--- config.mk ---
export PLATFORM = sky130hd
export DESIGN_NAME = pressure_baseline_tracker_core
export DESIGN_NICKNAME = d
export VERILOG_FILES = /design/src/hw/rtl/pbt_pkg.sv /design/src/hw/rtl/pbt_div.sv /design/src/hw/rtl/pressure_baseline_tracker_core.sv
export VERILOG_INCLUDE_DIRS = /design/src /design/src/hw/rtl
export SDC_FILE = /design/constraint.sdc
export NUM_CORES = 2
export LEC_CHECK = 0
export BUFFER_PORTS_ARGS = -buffer_cell sky130_fd_sc_hd__buf_2
export CAP_MARGIN = 15
export CORE_UTILIZATION = 65
export DETAILED_ROUTE_END_ITERATION = 8
export PLACE_DENSITY = 0.91
export SLEW_MARGIN = 20
export SYNTH_ARGS = -nofsm -noshare
export SYNTH_HDL_FRONTEND = slang
export SYNTH_SLANG_ARGS = --single-unit
--- constraint.sdc ---
create_clock -name clk_i -period 28.9 [get_ports clk_i]
set_input_delay 4.335 -clock clk_i [delete_from_list [all_inputs] [get_ports clk_i]]
set_output_delay 4.335 -clock clk_i [all_outputs]
set_load 0.01 [all_outputs]
--- src/hw/rtl/assert_macros.svh ---
// Assertion macros used by the pressure baseline tracker core.
`ifndef ASSERT_MACROS_SVH
`define ASSERT_MACROS_SVH

// Check that cons holds in the same cycle whenever ante holds.
`define PBT_ASSERT_SAME(lbl, clk, rstn, ante, cons) \
  lbl: assert property (@(posedge clk) disable iff (!(rstn)) (ante) |-> (cons)) \
    else $error("pbt assertion failed");

// Check that cons holds in the cycle after ante holds.
`define PBT_ASSERT_NEXT(lbl, clk, rstn, ante, cons) \
  lbl: assert property (@(posedge clk) disable iff (!(rstn)) (ante) |=> (cons)) \
    else $error("pbt assertion failed");

`endif

--- src/hw/rtl/pbt_pkg.sv ---
// Shared widths, register indexes and divider interface types for the tracker.
`default_nettype none

package pbt_pkg;

  // Field widths
  localparam int unsigned SampleW = 24;
  localparam int unsigned TimeW   = 32;
  localparam int unsigned ErrW    = 25;
  localparam int unsigned NormW   = 16;
  localparam int unsigned PeriodW = 16;
  localparam int unsigned AlphaW  = 8;

  // Divider operand widths: |diff| << 12 over |span|, 16 quotient bits
  localparam int unsigned DiffW   = 26;
  localparam int unsigned SpanW   = 25;
  localparam int unsigned NormShift = 12;
  localparam int unsigned DivNW   = DiffW + NormShift;
  localparam int unsigned DivDW   = SpanW;
  localparam int unsigned QuotW   = 16;

  // Configuration register indexes
  localparam int unsigned CfgIdxW = 1;
  localparam logic [CfgIdxW-1:0] CfgUpdatePeriod   = 1'b0;
  localparam logic [CfgIdxW-1:0] CfgSmoothingAlpha = 1'b1;

  // Divider request from the sequencer
  typedef struct packed {
    logic             start;
    logic [DivNW-1:0] dividend;
    logic [DivDW-1:0] divisor;
  } div_req_t;

  // Divider status back to the sequencer
  typedef struct packed {
    logic             busy;
    logic             done;
    logic             ovf;
    logic [QuotW-1:0] quot;
  } div_rsp_t;

endpackage

`default_nettype wire

--- src/hw/rtl/pbt_div.sv ---
// Restoring radix-2 divider, one quotient bit per cycle, with overflow flag.
`default_nettype none

module pbt_div (
  input  wire logic              clk_i,
  input  wire logic              rst_ni,
  input  wire pbt_pkg::div_req_t req_i,
  output pbt_pkg::div_rsp_t      rsp_o
);

  localparam int unsigned NW   = pbt_pkg::DivNW;
  localparam int unsigned DW   = pbt_pkg::DivDW;
  localparam int unsigned QW   = pbt_pkg::QuotW;
  localparam int unsigned CntW = $clog2(QW + 1);

  logic [DW-1:0]   rem_q, rem_d;
  logic [QW-1:0]   low_q, low_d;
  logic [DW-1:0]   den_q;
  logic [CntW-1:0] cnt_q, cnt_d;
  logic            busy_q, busy_d;
  logic            done_q, done_d;
  logic            ovf_q, ovf_d;

  logic [DW:0]     trial;
  logic            take;

  // Shift in the next dividend bit and try the subtract
  assign trial = {rem_q, low_q[QW-1]};
  assign take  = trial >= {1'b0, den_q};

  always_comb begin
    rem_d  = rem_q;
    low_d  = low_q;
    cnt_d  = cnt_q;
    busy_d = busy_q;
    ovf_d  = ovf_q;
    done_d = 1'b0;
    if (req_i.start) begin
      // Load the high part; quotient of 2^16 or more means overflow
      rem_d  = DW'(req_i.dividend[NW-1:QW]);
      low_d  = req_i.dividend[QW-1:0];
      ovf_d  = DW'(req_i.dividend[NW-1:QW]) >= req_i.divisor;
      cnt_d  = CntW'(QW);
      busy_d = 1'b1;
    end else if (busy_q) begin
      rem_d = take ? DW'(trial - {1'b0, den_q}) : DW'(trial);
      low_d = {low_q[QW-2:0], take};
      cnt_d = cnt_q - CntW'(1);
      if (cnt_q == CntW'(1)) begin
        busy_d = 1'b0;
        done_d = 1'b1;
      end
    end
  end

  always_ff @(posedge clk_i or negedge rst_ni) begin
    if (!rst_ni) begin
      busy_q <= 1'b0;
      done_q <= 1'b0;
      cnt_q  <= '0;
    end else begin
      busy_q <= busy_d;
      done_q <= done_d;
      cnt_q  <= cnt_d;
    end
  end

  // Hold operands and partial results
  always_ff @(posedge clk_i) begin
    rem_q <= rem_d;
    low_q <= low_d;
    ovf_q <= ovf_d;
    if (req_i.start) begin
      den_q <= req_i.divisor;
    end
  end

  assign rsp_o.busy = busy_q;
  assign rsp_o.done = done_q;
  assign rsp_o.ovf  = ovf_q;
  assign rsp_o.quot = low_q;

endmodule

`default_nettype wire

--- src/hw/rtl/pressure_baseline_tracker_core.sv ---
// Top level of the pressure baseline tracker: sequencer, shared multiplier, divider.
//
// Usage:
//   s_axis carries one word per sample: tdata = {time_ms[31:0], sample_pressure[23:0]}.
//   m_axis returns one word per sample with the tracker state after that sample.
//   cfg_we_i / cfg_index_i / cfg_wdata_i write update_period (0) and
//   smoothing_alpha (1); write them only while the block is idle.
// Sequencing:
//   The block takes one word at a time; s_axis_tready is high only when idle.
//   A sample that is not due for an update goes from the check step straight
//   to the output step, and once it is in the output register the block
//   returns to idle for the next word. A sample that updates the trackers runs
//   seven sequencer steps through the shared multiplier and adder, the
//   radix-2 divider (one quotient bit a cycle, then done) and the output step.
//   With zero span the divider is skipped.
// Reset:
//   rst_ni clears the trackers (peak to most negative, floor to most positive,
//   others to zero) and restores update_period 100 and smoothing_alpha 26.
// Stall:
//   A finished word waits in the output register until m_axis_tready; the next
//   input word is accepted and processed, then held until the register frees.
`default_nettype none
`include "assert_macros.svh"

module pressure_baseline_tracker_core (
  input  wire logic                         clk_i,
  input  wire logic                         rst_ni,
  // Configuration write port
  input  wire logic                         cfg_we_i,
  input  wire logic [pbt_pkg::CfgIdxW-1:0]  cfg_index_i,
  input  wire logic [15:0]                  cfg_wdata_i,
  // Sample stream
  input  wire logic                         s_axis_tvalid,
  output logic                              s_axis_tready,
  input  wire logic [55:0]                  s_axis_tdata,  // sample_pressure[23:0], time_ms[55:24]
  // Result stream
  output logic                              m_axis_tvalid,
  input  wire logic                         m_axis_tready,
  // pressure_error[24:0], smoothed_pressure[48:25], normalized_error[64:49],
  // peak_pressure[88:65], floor_pressure[112:89], zero pad[119:113]
  output logic [119:0]                      m_axis_tdata,
  output logic [1:0]                        m_axis_tuser   // updated[0], span_zero[1]
);

  localparam int unsigned SW  = pbt_pkg::SampleW;
  localparam int unsigned EW  = pbt_pkg::ErrW;
  localparam int unsigned NMW = pbt_pkg::NormW;
  localparam int unsigned FW  = pbt_pkg::DiffW;
  localparam int unsigned PW  = pbt_pkg::SpanW;
  localparam int unsigned QW  = pbt_pkg::QuotW;
  localparam int unsigned AW  = pbt_pkg::AlphaW;
  localparam int unsigned MAW = AW + 2;
  localparam int unsigned MBW = SW + 1;
  localparam int unsigned MPW = MAW + MBW;
  localparam int unsigned ACW = MPW + 1;

  // Sequencer states
  localparam logic [3:0] StIdle   = 4'd0;
  localparam logic [3:0] StCheck  = 4'd1;
  localparam logic [3:0] StTrack  = 4'd2;
  localparam logic [3:0] StErr    = 4'd3;
  localparam logic [3:0] StMulB   = 4'd4;
  localparam logic [3:0] StSmooth = 4'd5;
  localparam logic [3:0] StDiff   = 4'd6;
  localparam logic [3:0] StDivGo  = 4'd7;
  localparam logic [3:0] StDiv    = 4'd8;
  localparam logic [3:0] StOut    = 4'd9;

  localparam logic signed [SW-1:0]  Max24 = {1'b0, {(SW-1){1'b1}}};
  localparam logic signed [SW-1:0]  Min24 = {1'b1, {(SW-1){1'b0}}};
  localparam logic signed [EW-1:0]  Max25 = {1'b0, {(EW-1){1'b1}}};
  localparam logic signed [EW-1:0]  Min25 = {1'b1, {(EW-1){1'b0}}};
  localparam logic signed [NMW-1:0] Max16 = {1'b0, {(NMW-1){1'b1}}};
  localparam logic signed [NMW-1:0] Min16 = {1'b1, {(NMW-1){1'b0}}};

  logic [3:0]                        state_q, state_d;
  logic [pbt_pkg::PeriodW-1:0]       period_q;
  logic [AW-1:0]                     alpha_q;
  logic [pbt_pkg::TimeW-1:0]         last_q, time_q;
  logic signed [SW-1:0]              sample_q;
  logic signed [SW-1:0]              peak_q, floor_q, smooth_q;
  logic signed [EW-1:0]              err_q;
  logic signed [NMW-1:0]             norm_q;
  logic signed [PW-1:0]              rel_q;
  logic signed [ACW-1:0]             acc_q;
  logic signed [FW-1:0]              diff_q;
  logic signed [PW-1:0]              span_q;
  logic                              upd_q, zero_q;
  logic                              out_valid_q;
  logic [119:0]                      out_data_q;
  logic [1:0]                        out_user_q;

  logic signed [MAW-1:0]             mul_a;
  logic signed [MBW-1:0]             mul_b;
  logic signed [MPW-1:0]             prod;
  logic [pbt_pkg::TimeW-1:0]         elapsed;
  logic signed [FW-1:0]              err_wide;
  logic signed [ACW-9:0]             acc_sh;
  logic [FW-1:0]                     diff_abs;
  logic [PW-1:0]                     span_abs;
  logic                              norm_neg;
  logic signed [NMW-1:0]             norm_new;
  logic                              out_load;
  logic                              in_acc;
  pbt_pkg::div_req_t                 div_req;
  pbt_pkg::div_rsp_t                 div_rsp;

  assign in_acc        = s_axis_tvalid && s_axis_tready;
  assign s_axis_tready = (state_q == StIdle);
  assign out_load      = (state_q == StOut) && (!out_valid_q || m_axis_tready);

  // Shared multiplier: (256 - alpha) * smoothed, then alpha * relative
  always_comb begin
    if (state_q == StMulB) begin
      mul_a = MAW'(alpha_q);
      mul_b = rel_q;
    end else begin
      mul_a = MAW'((AW + 1)'(1 << AW) - (AW + 1)'(alpha_q));
      mul_b = MBW'(smooth_q);
    end
  end
  assign prod = mul_a * mul_b;

  assign elapsed  = time_q - last_q;
  assign err_wide = FW'(smooth_q) - FW'(rel_q);
  assign acc_sh   = acc_q[ACW-1:8];
  assign diff_abs = diff_q[FW-1] ? FW'(-diff_q) : FW'(diff_q);
  assign span_abs = span_q[PW-1] ? PW'(-span_q) : PW'(span_q);

  // Divider request: |diff| * 4096 over |span|
  assign div_req.start    = (state_q == StDivGo) && (span_q != '0);
  assign div_req.dividend = {diff_abs, {pbt_pkg::NormShift{1'b0}}};
  assign div_req.divisor  = span_abs;

  pbt_div u_div (
    .clk_i  (clk_i),
    .rst_ni (rst_ni),
    .req_i  (div_req),
    .rsp_o  (div_rsp)
  );

  // Apply sign and saturate the quotient
  assign norm_neg = diff_q[FW-1] ^ span_q[PW-1];
  always_comb begin
    if (!norm_neg) begin
      norm_new = (div_rsp.ovf || div_rsp.quot[QW-1]) ? Max16 : NMW'(div_rsp.quot);
    end else if (div_rsp.ovf || (div_rsp.quot > {1'b1, {(QW-1){1'b0}}})) begin
      norm_new = Min16;
    end else begin
      norm_new = NMW'(~div_rsp.quot + QW'(1));
    end
  end

  // Advance the sequencer
  always_comb begin
    state_d = state_q;
    case (state_q)
      StIdle:   if (in_acc) state_d = StCheck;
      StCheck:  state_d = (elapsed > pbt_pkg::TimeW'(period_q)) ? StTrack : StOut;
      StTrack:  state_d = StErr;
      StErr:    state_d = StMulB;
      StMulB:   state_d = StSmooth;
      StSmooth: state_d = StDiff;
      StDiff:   state_d = StDivGo;
      StDivGo:  state_d = (span_q == '0) ? StOut : StDiv;
      StDiv:    if (div_rsp.done) state_d = StOut;
      StOut:    if (out_load) state_d = StIdle;
      default:  state_d = StIdle;
    endcase
  end

  // Control and tracker state
  always_ff @(posedge clk_i or negedge rst_ni) begin
    if (!rst_ni) begin
      state_q     <= StIdle;
      period_q    <= pbt_pkg::PeriodW'(100);
      alpha_q     <= AW'(26);
      last_q      <= '0;
      peak_q      <= Min24;
      floor_q     <= Max24;
      smooth_q    <= '0;
      err_q       <= '0;
      norm_q      <= '0;
      upd_q       <= 1'b0;
      zero_q      <= 1'b0;
      out_valid_q <= 1'b0;
    end else begin
      state_q <= state_d;
      if (cfg_we_i) begin
        case (cfg_index_i)
          pbt_pkg::CfgUpdatePeriod:   period_q <= cfg_wdata_i;
          pbt_pkg::CfgSmoothingAlpha: alpha_q  <= cfg_wdata_i[AW-1:0];
          default: ;
        endcase
      end
      case (state_q)
        StCheck: begin
          upd_q  <= elapsed > pbt_pkg::TimeW'(period_q);
          zero_q <= 1'b0;
        end
        StTrack: begin
          last_q <= time_q;
          if (sample_q > peak_q) peak_q <= sample_q;
          if ((sample_q < floor_q) && (sample_q > 0)) floor_q <= sample_q;
        end
        StErr: begin
          if (err_wide[FW-1] != err_wide[FW-2]) begin
            err_q <= err_wide[FW-1] ? Min25 : Max25;
          end else begin
            err_q <= EW'(err_wide);
          end
        end
        StSmooth: begin
          if (acc_sh > (ACW - 8)'(Max24)) smooth_q <= Max24;
          else if (acc_sh < (ACW - 8)'(Min24)) smooth_q <= Min24;
          else smooth_q <= SW'(acc_sh);
        end
        StDivGo: if (span_q == '0) zero_q <= 1'b1;
        StDiv:   if (div_rsp.done) norm_q <= norm_new;
        default: ;
      endcase
      if (out_load) begin
        out_valid_q <= 1'b1;
      end else if (m_axis_tready) begin
        out_valid_q <= 1'b0;
      end
    end
  end

  // Datapath working registers
  always_ff @(posedge clk_i) begin
    if (in_acc) begin
      sample_q <= s_axis_tdata[SW-1:0];
      time_q   <= s_axis_tdata[SW +: pbt_pkg::TimeW];
    end
    case (state_q)
      StTrack:  rel_q <= PW'(sample_q) - PW'(floor_q);
      StErr:    acc_q <= ACW'(prod) + ACW'(128);
      StMulB:   acc_q <= acc_q + ACW'(prod);
      StDiff: begin
        diff_q <= FW'(smooth_q) - FW'(rel_q);
        span_q <= PW'(peak_q) - PW'(floor_q);
      end
      default: ;
    endcase
    if (out_load) begin
      out_data_q <= {7'b0, floor_q, peak_q, norm_q, smooth_q, err_q};
      out_user_q <= {zero_q, upd_q};
    end
  end

  assign m_axis_tvalid = out_valid_q;
  assign m_axis_tdata  = out_data_q;
  assign m_axis_tuser  = out_user_q;

  // Block takes one word at a time
  `PBT_ASSERT_NEXT(a_one_at_a_time, clk_i, rst_ni, in_acc, !s_axis_tready)
  // Divider is never started on a zero span
  `PBT_ASSERT_SAME(a_div_nonzero, clk_i, rst_ni, div_req.start, div_req.divisor != '0)
  // Divider is started only when it is free
  `PBT_ASSERT_SAME(a_div_idle, clk_i, rst_ni, div_req.start, !div_rsp.busy)
  // Zero span is flagged only on updates
  `PBT_ASSERT_SAME(a_zero_needs_upd, clk_i, rst_ni, m_axis_tvalid && m_axis_tuser[1],
                   m_axis_tuser[0])

endmodule

`default_nettype wire
==> impl_metrics.ini <==
[placed_design]
hpwlAfterDp_mm = 75.7
postPlaceCellArea_um2 = 40700
port_buffers = 194
gp_congestion = 0.980

[clock_network]
cts_setup_buffers = 0
clockBufferDepth = 3
cts_max_level = 2
numClockSinks = 533
cts-root-buf = clkbuf_16
cts_inserted_buffers = 56
cts_resized = 0
cts_tree = yes
clock_latency_ps = 650
path_clk_slew_ps = 70
cts_hold_buf = 0

[setup_path]
critical_path_required_ps = 29280
cpPeakStageDelay_ps = 760
startpoint_type = register
r2r_slack_ps = 18280
crit_arrival_ps = 11000
path_class = register to register
cp_common_cell = a21oi_1
slowest_stage = buf_4
cp_max_fo = 73
end_kind = register
worstRegToRegCells = 36

[layout]
layout-area-overhead-vs-synth_pct = 9.68
fillerInstances = 3852
final_area_um2 = 42600
final_nets = 4744
drive_gt1_share_pct = 9.86

[synth]
synth_seq_cells = 533
synth.avg_cell_area_um2 = 9.72
netlist_area_um2 = 38900
ys_top_cells_by_area = edfxtp_1 26%, ha_1 10%, dfrtp_1 9.8%
synth-seq-area-share_pct = 38.5
synthCells = 4000
synth_common_cells = 473 x inv_1, 431 x nand2_1, 347 x nor2_1, 335 x edfxtp_1, 313 x ha_1
yosysTopAreaCell = edfxtp_1
ys_types = 80
async_flop_share_pct = 34.3
ys.flop_type = edfxtp_1
synth_edf_count = 335
post-synth-top-area-fraction_pct = 25.9
ys_warn_count = 0
post-synth-top-count-cell = inv_1

[route]
routedWlPerCell_um = 20.7
vias = 31500
vias_per_cell = 6.32
drt_first_pass_iters = 9
initialDrtViolationCount = 3228
drc_errors = 0
finalWirelength_mm = 103
ant_nets = 0

[grt]
grt_pass1_vias = 31500
grt_overflow = 0
antenna_found_initial = 0
grt_pass1_wl_mm = 165
grt_usage_pct = 34.5
grt_max_degree = 90

[timing]
setup_viol = 0
tightest_slew_ps = 1240
fin_skew_ps = 48.1
min_period_ps = 10620
slew_violations = 0
slew_headroom_pct = 16.3
setup-tns-final_ps = 0
fmax_mhz = 94.2
rsz0062_at_grt = false
fin_crit_sh_pct = 36.7
finalHoldViolations = 0

[die]
fp.dieH_um = 247
rows = 89
core_um2 = 59000
dieArea_um2 = 60800
start_util_pct = 65.9
io_pins = 202
die_w_um = 247

[worst_hold_path]
hp-class = register to register
hold_depth = 0

[job]
cap_violations = 0

[outcome]
status = complete, no violations
[per-layer routing]
layer  wire length (um)  share of wire [%]  GRT usage, %  vias to the layer above
met2              48300                 47          56.3                     1814
met3              10300                 10          6.78                      435
met5                  0                  0             0                        -
met4               6130                5.9          18.2                        0
li1                   -                  -             -                    14200
met1              38400                 37          43.4                    15100
[worst max-delay path, delay by kind of cell (launching register included)]
family,cells,cell delay [ps]
and+or+nand+nor,7,1240
buffers and inverters,6,1520
AOI/OAI and AO/OA,12,2760
adders and majority gates,7,3390
DFF,1,500
xor gates and xnor gates,3,610
muxes,1,260
[through the flow]
| stage | setup slack, ps | utilization [%] | cells | hold slack (ps) |
|---|---|---|---|---|
| finish | 18280 | 72.2 | 4985 | 446 |
| global route | 17600 | 72.2 | 4983 | 454 |
| CTS | 18420 | 72.2 | 4982 | 452 |
| detailed placement | 18460 | 68.9 | 4876 | 441 |
| global placement | 18820 | 68.9 | 4876 | 430 |
| floorplan | 18740 | - | 4006 | 425 |
[state kept, by name, summed over array words and instances, names as in the netlist, 25 cells and up]
register,count
diff_q,26
u_div.rem_q,25
m_axis_tdata,113
acc_q,36
rel_q,25
span_q,25
u_div.den_q,25
time_q,32
last_q,32
err_q,25
[cell type report]
class / instances / area, um2 / area share [%]
multi-input combinational: 2872 / 21700 / 51.0
sequential: 533 / 15000 / 35.1
inverter: 474 / 1780 / 4.17
clock buffer: 68 / 1490 / 3.49
timing repair buffer: 225 / 1230 / 2.89
tap: 773 / 967 / 2.27
clock inverter: 38 / 458 / 1.07
antenna: 2 / 5.00 / 0.0117
[cell families (layout without fill, tap and decap cells)]
| logic type | count (synthesis) | in the layout | share of synthesized area (%) |
|---|---|---|---|
| adders and majority gates | 504 | 504 | 19.9 |
| AOI/OAI and AO/OA | 858 | 858 | 14.0 |
| xor gates and xnor gates | 235 | 235 | 5.31 |
| buffers and inverters | 601 | 805 | 5.88 |
| DFF | 533 | 533 | 38.5 |
| and+or+nand+nor | 1159 | 1159 | 13.5 |
| muxes | 109 | 109 | 2.86 |
| other | 1 | 9 | 0.00965 |
[worst paths after layout]
path	end	startpoint
hold / removal	m_axis_tdata[56]	norm_q[7]
min in group asynchronous	peak_q[18]	rst_ni
setup reg to reg	acc_q[34]	state_q[3]
max in group asynchronous	last_q[4]	rst_ni
setup / recovery	acc_q[34]	state_q[3]
hold reg to reg	m_axis_tdata[56]	norm_q[7]
[cells in the final DEF (no fill, tap or decap), drive strengths merged, types with 60 or more instances in the layout]
cell,netlist,layout
edfxtp,335,335
nor3,60,60
buf,13,224
fa,191,191
a21oi,207,207
mux2i,91,91
nor2,347,347
xor2,71,71
inv,474,475
nand2,432,432
o21ai,268,268
xnor2,164,164
dfrtp,153,153
ha,313,313
a21o,79,79
clkbuf,114,69
Power is not shown: default switching activity piles up to over one toggle a cycle in this logic, so the estimate is an artifact.
